$ cat config.mk
export PLATFORM = sky130hd
export DESIGN_NAME = integer_to_ascii_formatter_unit
export DESIGN_NICKNAME = d
export VERILOG_FILES = /design/src/itaf_pkg.sv /design/src/itaf_front.sv /design/src/itaf_jobq.sv /design/src/itaf_back.sv /design/src/integer_to_ascii_formatter_unit.sv
export SDC_FILE = /design/constraint.sdc
export NUM_CORES = 1
export LEC_CHECK = 0
export ABC_AREA = 0
export BUFFER_PORTS_ARGS = -buffer_cell sky130_fd_sc_hd__buf_2
export CORE_ASPECT_RATIO = 0.75
export CORE_UTILIZATION = 30
export CTS_CLUSTER_DIAMETER = 80
export DETAILED_ROUTE_END_ITERATION = 10
export GPL_TIMING_DRIVEN = 1
export SYNTH_ARGS = -nofsm -noshare
export SYNTH_HDL_FRONTEND = slang
export SYNTH_HIERARCHICAL = 1
export SYNTH_SLANG_ARGS = --single-unit
export TNS_END_PERCENT = 50
$ cat constraint.sdc
create_clock -name clk -period 5.2 [get_ports clk]
set_input_delay 1.04 -clock clk [delete_from_list [all_inputs] [get_ports clk]]
set_output_delay 1.04 -clock clk [all_outputs]
set_load 0.1 [all_outputs]
$ cat src/itaf_pkg.sv
package itaf_pkg;

  localparam int ITAF_VALUE_W    = 64;
  localparam int ITAF_PAD_W      = 5;
  localparam int ITAF_DEC_DIGITS = 20;
  localparam int ITAF_HEX_DIGITS = 16;
  localparam int ITAF_DIGITS_W   = 4 * ITAF_DEC_DIGITS;
  localparam int ITAF_IDX_W      = 5;
  localparam int ITAF_JOB_DEPTH  = 2;

  localparam logic [7:0] ASCII_ZERO  = 8'h30;
  localparam logic [7:0] ASCII_UPPER = 8'h41;
  localparam logic [7:0] ASCII_MINUS = 8'h2D;
  localparam logic [7:0] ASCII_X     = 8'h78;

  typedef struct packed {
    logic                    cmd;
    logic [ITAF_VALUE_W-1:0] value;
    logic [ITAF_PAD_W-1:0]   pad_digits;
  } itaf_in_t;

  typedef struct packed {
    logic [7:0] ascii_char;
    logic       last;
  } itaf_out_t;

  // One classified item: digit nibbles, least significant first.
  typedef struct packed {
    logic                     is_hex;
    logic                     neg;
    logic [ITAF_PAD_W-1:0]    pad;
    logic [ITAF_DIGITS_W-1:0] digits;
  } itaf_job_t;

  typedef enum logic [1:0] {
    F_IDLE,
    F_CONV,
    F_PUSH
  } itaf_front_state_t;

  typedef enum logic [1:0] {
    B_IDLE,
    B_LEAD,
    B_X,
    B_DIGIT
  } itaf_back_state_t;

endpackage

$ cat src/itaf_front.sv
module itaf_front
  import itaf_pkg::*;
(
  input  logic      clk,
  input  logic      rst_n,
  input  logic      in_push,
  output logic      in_full,
  input  itaf_in_t  in_data,
  output logic      q_push,
  input  logic      q_full,
  output itaf_job_t q_data
);

  localparam int CONV_STEPS = ITAF_VALUE_W / 2;
  localparam int CNT_W      = $clog2(CONV_STEPS);
  localparam int SHIFT_W    = ITAF_DIGITS_W + ITAF_VALUE_W;
  localparam logic [CNT_W-1:0] CONV_LAST = CNT_W'(CONV_STEPS - 1);

  // Two double-dabble steps: correct each BCD digit, then shift in one bit.
  function automatic logic [SHIFT_W-1:0] dabble2(input logic [SHIFT_W-1:0] v);
    logic [SHIFT_W-1:0] t;
    logic [3:0]         d;
    t = v;
    for (int s = 0; s < 2; s++) begin
      for (int k = 0; k < ITAF_DEC_DIGITS; k++) begin
        d = t[ITAF_VALUE_W + 4*k +: 4];
        if (d >= 4'd5) begin
          t[ITAF_VALUE_W + 4*k +: 4] = d + 4'd3;
        end
      end
      t = {t[SHIFT_W-2:0], 1'b0};
    end
    return t;
  endfunction

  itaf_front_state_t       state_r, state_nxt;
  itaf_job_t               job_r;
  logic [ITAF_VALUE_W-1:0] bin_r;
  logic [CNT_W-1:0]        cnt_r;
  logic                    accept;
  logic                    neg;
  logic [ITAF_VALUE_W-1:0] mag;
  logic [SHIFT_W-1:0]      dab;

  assign accept = in_push && !in_full;
  assign neg    = !in_data.cmd && in_data.value[ITAF_VALUE_W-1];
  assign mag    = neg ? (~in_data.value + ITAF_VALUE_W'(1)) : in_data.value;
  assign dab    = dabble2({job_r.digits, bin_r});

  always_comb begin
    state_nxt = state_r;
    unique case (state_r)
      F_IDLE: if (accept) state_nxt = in_data.cmd ? F_PUSH : F_CONV;
      F_CONV: if (cnt_r == CONV_LAST) state_nxt = F_PUSH;
      F_PUSH: if (!q_full) state_nxt = F_IDLE;
      default: state_nxt = F_IDLE;
    endcase
  end

  always_comb begin
    in_full = (state_r != F_IDLE);
    q_push  = (state_r == F_PUSH) && !q_full;
    q_data  = job_r;
  end

  always_ff @(posedge clk) begin
    if (!rst_n) begin
      state_r <= F_IDLE;
      cnt_r   <= '0;
    end else begin
      state_r <= state_nxt;
      if (accept) begin
        cnt_r <= '0;
      end else if (state_r == F_CONV) begin
        cnt_r <= cnt_r + CNT_W'(1);
      end
    end
  end

  always_ff @(posedge clk) begin
    if (accept) begin
      job_r.is_hex <= in_data.cmd;
      job_r.neg    <= neg;
      job_r.pad    <= in_data.pad_digits;
      if (in_data.cmd) begin
        job_r.digits <= {{(ITAF_DIGITS_W - ITAF_VALUE_W){1'b0}}, in_data.value};
      end else begin
        job_r.digits <= '0;
      end
      bin_r <= mag;
    end else if (state_r == F_CONV) begin
      {job_r.digits, bin_r} <= dab;
    end
  end

endmodule

$ cat src/itaf_jobq.sv
module itaf_jobq
  import itaf_pkg::*;
#(
  parameter int DEPTH = ITAF_JOB_DEPTH
) (
  input  logic      clk,
  input  logic      rst_n,
  input  logic      q_push,
  output logic      q_full,
  input  itaf_job_t q_wdata,
  input  logic      q_pop,
  output logic      q_empty,
  output itaf_job_t q_rdata
);

  localparam int PTR_W = (DEPTH > 1) ? $clog2(DEPTH) : 1;
  localparam int CNT_W = $clog2(DEPTH + 1);
  localparam logic [PTR_W-1:0] PTR_LAST = PTR_W'(DEPTH - 1);
  localparam logic [CNT_W-1:0] CNT_FULL = CNT_W'(DEPTH);

  itaf_job_t        mem [DEPTH];
  logic [PTR_W-1:0] wr_ptr_r, rd_ptr_r;
  logic [CNT_W-1:0] count_r;
  logic             do_push, do_pop;

  assign q_full  = (count_r == CNT_FULL);
  assign q_empty = (count_r == '0);
  assign q_rdata = mem[rd_ptr_r];
  assign do_push = q_push && !q_full;
  assign do_pop  = q_pop && !q_empty;

  always_ff @(posedge clk) begin
    if (do_push) begin
      mem[wr_ptr_r] <= q_wdata;
    end
  end

  always_ff @(posedge clk) begin
    if (!rst_n) begin
      wr_ptr_r <= '0;
      rd_ptr_r <= '0;
      count_r  <= '0;
    end else begin
      if (do_push) begin
        wr_ptr_r <= (wr_ptr_r == PTR_LAST) ? '0 : wr_ptr_r + PTR_W'(1);
      end
      if (do_pop) begin
        rd_ptr_r <= (rd_ptr_r == PTR_LAST) ? '0 : rd_ptr_r + PTR_W'(1);
      end
      if (do_push && !do_pop) begin
        count_r <= count_r + CNT_W'(1);
      end else if (do_pop && !do_push) begin
        count_r <= count_r - CNT_W'(1);
      end
    end
  end

endmodule

$ cat src/itaf_back.sv
module itaf_back
  import itaf_pkg::*;
(
  input  logic      clk,
  input  logic      rst_n,
  input  logic      q_empty,
  input  itaf_job_t q_rdata,
  output logic      q_pop,
  output logic      out_empty,
  input  logic      out_pop,
  output itaf_out_t out_data
);

  localparam logic [ITAF_IDX_W-1:0] DEC_TOP = ITAF_IDX_W'(ITAF_DEC_DIGITS - 1);
  localparam logic [ITAF_IDX_W-1:0] HEX_TOP = ITAF_IDX_W'(ITAF_HEX_DIGITS - 1);

  function automatic logic [7:0] digit_char(input logic [3:0] d, input logic is_hex);
    logic [7:0] c;
    if (is_hex && d >= 4'd10) begin
      c = ASCII_UPPER + {4'd0, d} - 8'd10;
    end else begin
      c = ASCII_ZERO + {4'd0, d};
    end
    return c;
  endfunction

  itaf_back_state_t      state_r, state_nxt;
  itaf_job_t             job_r;
  logic [ITAF_IDX_W-1:0] idx_r;
  logic                  seen_r;
  logic                  slot_valid_r;
  itaf_out_t             slot_r;

  logic                  slot_free;
  logic [3:0]            dig;
  logic                  skip;
  logic                  emit;
  itaf_out_t             emit_data;

  assign slot_free = !slot_valid_r || out_pop;
  assign dig       = job_r.digits[{idx_r, 2'b00} +: 4];
  // Drop leading zeros until the first real digit; for hex, only those above the pad width.
  assign skip = !seen_r && (idx_r != '0) && (dig == 4'd0) &&
                (!job_r.is_hex || idx_r >= job_r.pad);

  always_comb begin
    state_nxt = state_r;
    unique case (state_r)
      B_IDLE: begin
        if (!q_empty) begin
          state_nxt = (q_rdata.is_hex || q_rdata.neg) ? B_LEAD : B_DIGIT;
        end
      end
      B_LEAD: begin
        if (slot_free) state_nxt = job_r.is_hex ? B_X : B_DIGIT;
      end
      B_X: begin
        if (slot_free) state_nxt = B_DIGIT;
      end
      B_DIGIT: begin
        if (!skip && slot_free && idx_r == '0) state_nxt = B_IDLE;
      end
      default: state_nxt = B_IDLE;
    endcase
  end

  always_comb begin
    q_pop     = 1'b0;
    emit      = 1'b0;
    emit_data = '0;
    unique case (state_r)
      B_IDLE: q_pop = !q_empty;
      B_LEAD: begin
        emit                 = slot_free;
        emit_data.ascii_char = job_r.is_hex ? ASCII_ZERO : ASCII_MINUS;
      end
      B_X: begin
        emit                 = slot_free;
        emit_data.ascii_char = ASCII_X;
      end
      B_DIGIT: begin
        emit                 = !skip && slot_free;
        emit_data.ascii_char = digit_char(dig, job_r.is_hex);
        emit_data.last       = (idx_r == '0);
      end
      default: ;
    endcase
  end

  assign out_empty = !slot_valid_r;
  assign out_data  = slot_r;

  always_ff @(posedge clk) begin
    if (!rst_n) begin
      state_r      <= B_IDLE;
      slot_valid_r <= 1'b0;
    end else begin
      state_r <= state_nxt;
      if (emit) begin
        slot_valid_r <= 1'b1;
      end else if (out_pop) begin
        slot_valid_r <= 1'b0;
      end
    end
  end

  always_ff @(posedge clk) begin
    if (emit) begin
      slot_r <= emit_data;
    end
    if (state_r == B_IDLE) begin
      job_r  <= q_rdata;
      idx_r  <= q_rdata.is_hex ? HEX_TOP : DEC_TOP;
      seen_r <= 1'b0;
    end else if (state_r == B_DIGIT) begin
      if (skip) begin
        idx_r <= idx_r - ITAF_IDX_W'(1);
      end else if (slot_free) begin
        seen_r <= 1'b1;
        if (idx_r != '0) begin
          idx_r <= idx_r - ITAF_IDX_W'(1);
        end
      end
    end
  end

endmodule

$ cat src/integer_to_ascii_formatter_unit.sv
// Integer to ASCII formatter.
// Input channel: push an item (cmd, value, pad_digits) while in_full is low.
// cmd 0 prints value as signed decimal, cmd 1 prints "0x" and uppercase hex
// zero-padded to pad_digits digits (at least one digit, at most sixteen).
// Result channel: one character per beat; the character on out_data is valid
// while out_empty is low and is taken with out_pop. last marks the final
// character of an item.
// The front end converts and queues items; the back end prints them, so a new
// item can be taken while earlier characters are still being drained.
// Decimal items go through the front end's binary-to-BCD shift loop (two bits
// per cycle); for any item, the front end takes no new item until the current
// one has been pushed to the queue. The back end takes an item from the queue,
// emits the "-" or "0x" prefix if any, drops leading zero digit positions,
// then emits the digits; it takes the next item only after the last character
// of the current one.
// When the receiver stalls, the output register holds its character, the back
// end stops, the job queue fills, and then in_full rises.
// Reset clears the control state; no item or character is pending after it.
module integer_to_ascii_formatter_unit
  import itaf_pkg::*;
#(
  parameter int JOB_DEPTH = ITAF_JOB_DEPTH
) (
  input  logic      clk,
  input  logic      rst_n,
  input  logic      in_push,
  output logic      in_full,
  input  itaf_in_t  in_data,
  output logic      out_empty,
  input  logic      out_pop,
  output itaf_out_t out_data
);

  logic      fq_push, fq_full, bq_pop, bq_empty;
  itaf_job_t fq_data, bq_data;

  itaf_front u_front (
    .clk     (clk),
    .rst_n   (rst_n),
    .in_push (in_push),
    .in_full (in_full),
    .in_data (in_data),
    .q_push  (fq_push),
    .q_full  (fq_full),
    .q_data  (fq_data)
  );

  itaf_jobq #(
    .DEPTH (JOB_DEPTH)
  ) u_jobq (
    .clk     (clk),
    .rst_n   (rst_n),
    .q_push  (fq_push),
    .q_full  (fq_full),
    .q_wdata (fq_data),
    .q_pop   (bq_pop),
    .q_empty (bq_empty),
    .q_rdata (bq_data)
  );

  itaf_back u_back (
    .clk       (clk),
    .rst_n     (rst_n),
    .q_empty   (bq_empty),
    .q_rdata   (bq_data),
    .q_pop     (bq_pop),
    .out_empty (out_empty),
    .out_pop   (out_pop),
    .out_data  (out_data)
  );

endmodule

==> metrics.cfg, run 1 <==
[yosys]
yosysUniqueCellTypes=84
yosysWarningCount=6
syn-num-nets=2062
syn_area_sq_mm=0.0229
syn_area_per_cell_sq_um=11.9
ys_seq_area_share_pct=56.9
synth_edf_count=424
synthArstFlopShare_pct=0
syn_inst=1925
synth_top_flop_cell=edfxtp_1
synth_seq_cells=440

[setup_path]
arrival_ns=3.82
r2r_slack_ns=1.57
worstRegToRegCells=9
critPathMaxFanout=20
r2r-start=u_back/idx_r[0]
r2r-end=u_back/out_data[5]
cp.depth=9
worst-path-buf-inv=1
cp-startpoint=u_back/idx_r[0]
endpoint=u_back/out_data[5]
critPathMostFrequentCell=a21o_1
cp-end-kind=register
path_class=reg2reg
crit_family=compound AO/OA/AOI/OAI gates
worstPathRequired_ns=5.39
slowest_stage=edfxtp_1
startpoint_type=register
path_cells=inv_1 -> ha_1 -> nand2b_1 -> a21o_1 -> a21o_1 -> a21o_1 -> a211oi_1 -> o21bai_1 -> a21oi_1
cpPeakStageDelay_ns=0.94

[timing]
setup_tns_ns=0
fin_ws_ns=1.57
maxSlewViolCount=0
finalCritPeriodShare_pct=69.9
worst_pin_slew_ns=1.11
grt_setup_unrepaired=no
slew_headroom_pct=25.1
max_freq_mhz=275
setup_viol=0
hold_viol=0
finalCriticalPeriod_ns=3.63
fin_skew_ns=0.0163
hold_slack_ns=0.448

[routing]
drc=0
drt_iter0_markers=1753
vias=15700
dr.pass1.iters=6
viasPerCell=5.16
drtAntennaViolNets=0
totalWireLength_um=55300
wire_per_inst_um=18.2

[clock_network]
clk_latency_ns=0.56
htreeDepth=2
postCtsSetupBuffers=0
clockBufferDepth=3
clkTransAtPathRegs_ns=0.07
ctsHoldBuffers=0
cts_tree=built
cts-root-buf=clkbuf_16
numCtsBuffers=44
postCtsResizedCells=0
cts.sinks=440

[global_route]
antenna_found_initial=2
grt_pass1_wl_um=85400
grt_max_degree=80
overflow=0
grt_pass1_vias=14800
track_usage_pct=14.0

[placement]
place_hpwl_um=37400
postPlaceCellArea_sq_mm=0.0244
place_congestion=0.829
placed_cells=2966
place_ws_ns=1.38
port_buffers=83

[flow_run]
maxCapViolations=0

[layout]
drive_gt1_share_pct=15.6
nFillCells=7338
fin_area_sq_mm=0.0260
antenna_cells=0
final_cells=3045
final_net_count=2126
syn_to_final_growth_pct=13.5

[die]
die_w_um=321
ios=85
die_y_um=241
core_sq_mm=0.0754
start_util_pct=30.4
dieArea_sq_mm=0.0776
fp-row-count=87

[run_status]
status=finished, final reports clean

[power]
power.density_mw_per_mm2=593
p_leak_uw=0.00922
ir_worst_vdd_v=0.000243

[min_path]
worstHoldPathType=reg2reg

-- state kept, by name, summed over array words and instances (netlist names), 5 cells and up, named ones only --
signal / flops
u_front/q_data: 87
u_back/job_r: 86
u_back/idx_r: 5
u_back/out_data: 8
u_front/bin_r: 64
u_front/cnt_r: 5
u_jobq/mem: 174
-- per-stage QoR --
step	util (%)	power (uW)
floorplan	-	10400
global placement	32.4	11600
detailed placement	32.4	11900
CTS	34.5	15400
global route	34.5	16400
finish	34.5	15400
-- synth_stat cells (all sizes together), types with 36 or more instances --
library cell  number  area, sq um
xnor2             88          771
nor3              39          205
nor2              92          345
nand2b            36          225
ha                63          788
edfxtp           424        12700
clkbuf            59          221
mux2             101         1250
mux2i             39          390
nand2            152          573
a21oi            148          741
o21ai            169          850
inv               83          312
a31oi             57          357
nand3             38          195
-- routing by layer --
| metal | global-route usage, % | part of all wire, % | vias to the layer above | routed length (um) |
|---|---|---|---|---|
| li1 | - | - | 7379 | - |
| met1 | 21.7 | 50 | 7639 | 27700 |
| met2 | 19.6 | 41 | 613 | 22400 |
| met3 | 2.90 | 7.8 | 66 | 4330 |
| met4 | 3.15 | 1.5 | 0 | 846 |
| met5 | 0 | 0 | - | 0 |
-- where the power goes --
| group | switching (uW) | internal (uW) | total, uW |
|---|---|---|---|
| logic | 3510 | 2360 | 5870 |
| clock network | 1430 | 2090 | 3520 |
| registers | 860 | 5180 | 6040 |
-- worst min path at each step --
| stage | start | end | slack, ns | cells past startpoint |
|---|---|---|---|---|
| 5_1_grt | u_front/q_data[82] | u_jobq/mem[1][82] | 0.46 | 0 |
| 6_report | u_front/q_data[86] | u_jobq/mem[0][86] | 0.45 | 0 |
| 4_1_cts | u_front/q_data[86] | u_jobq/mem[0][86] | 0.45 | 0 |
| 2_1_floorplan | u_front/q_data[80] | u_jobq/mem[0][80] | 0.42 | 0 |
| 3_3_place_gp | u_front/q_data[83] | u_jobq/mem[1][83] | 0.43 | 0 |
| 3_5_place_dp | u_front/q_data[86] | u_jobq/mem[1][86] | 0.43 | 0 |
-- cell usage in the layout, fill, tap and decap left out, drive strengths merged, types with 8 or more instances in the layout --
master / synthesis / final
mux2i: 39 / 39
nor3: 39 / 39
dfxtp: 16 / 16
a21boi: 8 / 8
nor2b: 14 / 14
o21ai: 169 / 169
nand2: 152 / 152
a22oi: 8 / 8
a31oi: 57 / 57
nand2b: 36 / 36
buf: 27 / 104
nor3b: 30 / 30
bufinv: 0 / 10
o21a: 8 / 8
a21o: 21 / 21
clkinv: 0 / 18
xor2: 14 / 14
ha: 63 / 63
clkbuf: 59 / 47
a21oi: 148 / 148
nand3: 38 / 38
xnor2: 88 / 88
a41oi: 9 / 9
mux4: 13 / 13
mux2: 101 / 101
o31ai: 11 / 11
and2: 15 / 15
edfxtp: 424 / 424
a211oi: 24 / 24
o21bai: 9 / 9
nor4: 16 / 16
inv: 83 / 83
nor2: 92 / 92
-- area by class of cell --
| type | count | area (sq um) | share of cell area [%] |
|---|---|---|---|
| clock inverter | 32 | 454 | 1.74 |
| inverter | 83 | 318 | 1.22 |
| sequential | 440 | 13100 | 50.1 |
| tap | 1023 | 1280 | 4.92 |
| multi-input combinational | 1316 | 9210 | 35.4 |
| clock buffer | 47 | 1130 | 4.35 |
| timing repair buffer | 104 | 586 | 2.25 |
-- worst reg2reg max path: stages (launching register included) --
cell and delay [ns]:
edfxtp_1 0.94, inv_1 0.22, ha_1 0.32, nand2b_1 0.14, a21o_1 0.17, a21o_1 0.17, a21o_1 0.17, a211oi_1 0.31
o21bai_1 0.18, a21oi_1 0.64
-- kinds of logic (layout without fill, tap and decap cells) --
logic type	count (synthesis)	in the layout	synth area share, %
buffers and inverters	169	266	3.09
adder cells (fa/ha/maj)	63	63	3.44
AND/OR/NAND/NOR	476	476	10.5
flip-flops	440	440	56.9
XOR/XNOR	102	102	3.89
multiplexers	153	153	8.48
other	1	1	0.0163
AO/OA/AOI/OAI	521	521	13.7
(Power assumes the default switching activity.)
==> inputs of run 2 (changes only) <==
- clock period: 5.2 -> 3.2 ns (I/O delays scaled with it)
==> metrics.cfg, run 2 (synthesized netlist as in run 1, its figures left out) <==
[routing]
drt_iter0_markers=1607  ; was 1753
drc=0  ; unchanged
viasPerCell=5.21  ; was 5.16
dr.pass1.iters=5  ; was 6
vias=16000  ; was 15700
drtAntennaViolNets=0  ; unchanged
top_layer=met4  ; unchanged
wire_per_inst_um=18.7  ; was 18.2 um
wl_met3_um=4170  ; was 4330 um
routed-wl-met2_um=23900  ; was 22400 um
wl_met1_um=28700  ; was 27700 um
totalWireLength_um=57500  ; was 55300 um

[die]
die_w_um=321  ; unchanged
start_util_pct=30.4  ; unchanged
dieArea_sq_mm=0.0776  ; unchanged
ios=85  ; unchanged
die_y_um=241  ; unchanged
core_sq_mm=0.0754  ; unchanged
fp-row-count=87  ; unchanged

[global_route]
grt_max_degree=145  ; was 80
overflow=0  ; unchanged
track_usage_pct=14.3  ; was 14.0%
grt_pass1_wl_um=87700  ; was 85400 um
antenna_found_initial=1  ; was 2
grt_pass1_vias=15100  ; was 14800

[timing]
slew_headroom_pct=6.59  ; was 25.1%
maxSlewViolCount=0  ; unchanged
finalCriticalPeriod_ns=2.99  ; was 3.63 ns
fin_ws_ns=0.207  ; was 1.57 ns
grt_setup_unrepaired=no  ; unchanged
fin_skew_ns=0.0132  ; was 0.0163 ns
setup_tns_ns=0  ; unchanged
setup_viol=0  ; unchanged
finalCritPeriodShare_pct=93.5  ; was 69.9%
hold_viol=0  ; unchanged
worst_pin_slew_ns=1.40  ; was 1.11 ns
max_freq_mhz=334  ; was 275 MHz

[clock_network]
cts-root-buf=clkbuf_16  ; unchanged
numCtsBuffers=44  ; unchanged
postCtsSetupBuffers=0  ; unchanged
cts_tree=built  ; unchanged
clkTransAtPathRegs_ns=0.07  ; about the same
clk_latency_ns=0.57  ; was 0.56 ns
htreeDepth=2  ; unchanged
cts.sinks=440  ; unchanged
clockBufferDepth=3  ; unchanged

[setup_path]
path_class=reg2reg  ; unchanged
critPathMostFrequentCell=buf_4  ; was a21o_1
cp-end-kind=register  ; unchanged
arrival_ns=3.30  ; was 3.82 ns
startpoint_type=register  ; unchanged
critPathMaxFanout=9  ; was 20
path_cells=buf_4 -> mux4_2 -> mux2_2 -> nand2_1 -> nand3_2 -> buf_4 -> ha_1 -> inv_1 -> a41oi_1 -> nand2b_1 -> a31oi_1 -> nor2_1  ; was inv_1 -> ha_1 -> nand2b_1 -> a21o_1 -> a21o_1 -> a21o_1 -> a211oi_1 -> o21bai_1 -> a21oi_1
slowest_stage=mux4_2  ; was edfxtp_1
worstPathRequired_ns=3.50  ; was 5.39 ns
cpPeakStageDelay_ns=0.51  ; was 0.94 ns

[placement]
placed_cells=3000  ; was 2966
place_ws_ns=0.143  ; was 1.38 ns
place_hpwl_um=39300  ; was 37400 um
port_buffers=83  ; unchanged
place_congestion=0.884  ; was 0.829

[layout]
largest_reg_flops=174  ; unchanged
nFillCells=7352  ; was 7338
final_net_count=2160  ; was 2126
final_cell_mix=edfxtp_1 (424), o21ai_0 (155), nand2_1 (150)  ; unchanged
syn_to_final_growth_pct=14.7  ; was 13.5%
drive_gt1_share_pct=17.2  ; was 15.6%
final_cells=3080  ; was 3045
finish.utilization_pct=34.9  ; was 34.5%
layout_commonest_cell=edfxtp_1  ; unchanged
antenna_cells=0  ; unchanged
regMostFlops=u_jobq/mem  ; unchanged

[min_path]
worstHoldPathType=in2reg  ; was reg2reg

[power]
ir_worst_vdd_v=0.000727  ; was 0.000243 V
power.density_mw_per_mm2=949  ; was 593 mW/mm^2
p_leak_uw=0.00937  ; was 0.00922 uW

[flow_run]
maxCapViolations=0  ; unchanged

[run_status]
status=finished, final reports clean  ; unchanged

[run 2: cell count changes in the layout (fill, tap and decap cells not counted), sizes merged]
cell / delta
buf: +34
bufinv: -4
clkinvlp: +4
inv: +3
clkinv: -2
[run 2: cell type report]
type / instances / area [sq um] / share of cell area [%]
clock inverters: 33 / 368 / 1.40
inverters: 83 / 319 / 1.21
repair buffers: 138 / 941 / 3.58
well taps: 1023 / 1280 / 4.86
multi-input cells: 1316 / 9240 / 35.1
flip-flops and latches: 440 / 13100 / 49.6
clock buffers: 47 / 1110 / 4.23
[run 2: repair_timing]
action | in CTS | in global routing
hold buffers | 0 | 0
resized for setup | 0 | 1
setup endpoints to repair | 0 | 8
[run 2: layer usage]
layer  track usage, %  vias up
li1                 -     7460
met1             22.4     7922
met2             20.5      606
met3             2.44       59
met4             2.89        0
met5                0        -
[run 2: worst max-delay path, delay by kind of cell (launching register included)]
kind	cells	cell delay [ns]
buffers and inverters	3	0.45
muxes	2	0.80
AOI/OAI and AO/OA	2	0.33
adders and majority gates	1	0.25
DFF	1	0.39
and+or+nand+nor	4	0.50
[run 2: per-stage QoR]
step                      hold slack (ns)  power, uW  instance area, sq um
final                               0.249      25000                 26300
after global routing                0.227      26500                 26300
after CTS                           0.217      25000                 26300
after detailed placement            0.435      19500                 24800
after global placement              0.432      19000                 24800
after floorplan                     0.421      16800                 23000
[run 2: power breakdown]
part           total, uW  internal, uW  switching, uW
registers           9740          8430           1310
logic               9840          3970           5880
clock network       5390          3040           2350
[run 2: path summary, 6_finish.rpt]
| check | start | endpoint | slack [ns] | cells past startpoint |
|---|---|---|---|---|
| setup / recovery | u_back/idx_r[0] | u_back/out_data[7] | 0.21 | 12 |
| setup reg to reg | u_back/idx_r[0] | u_back/out_data[7] | 0.21 | 12 |
| hold / removal | in_data[3] | u_front/q_data[83] | 0.25 | 1 |
| hold reg to reg | u_front/q_data[85] | u_jobq/mem[1][85] | 0.45 | 0 |
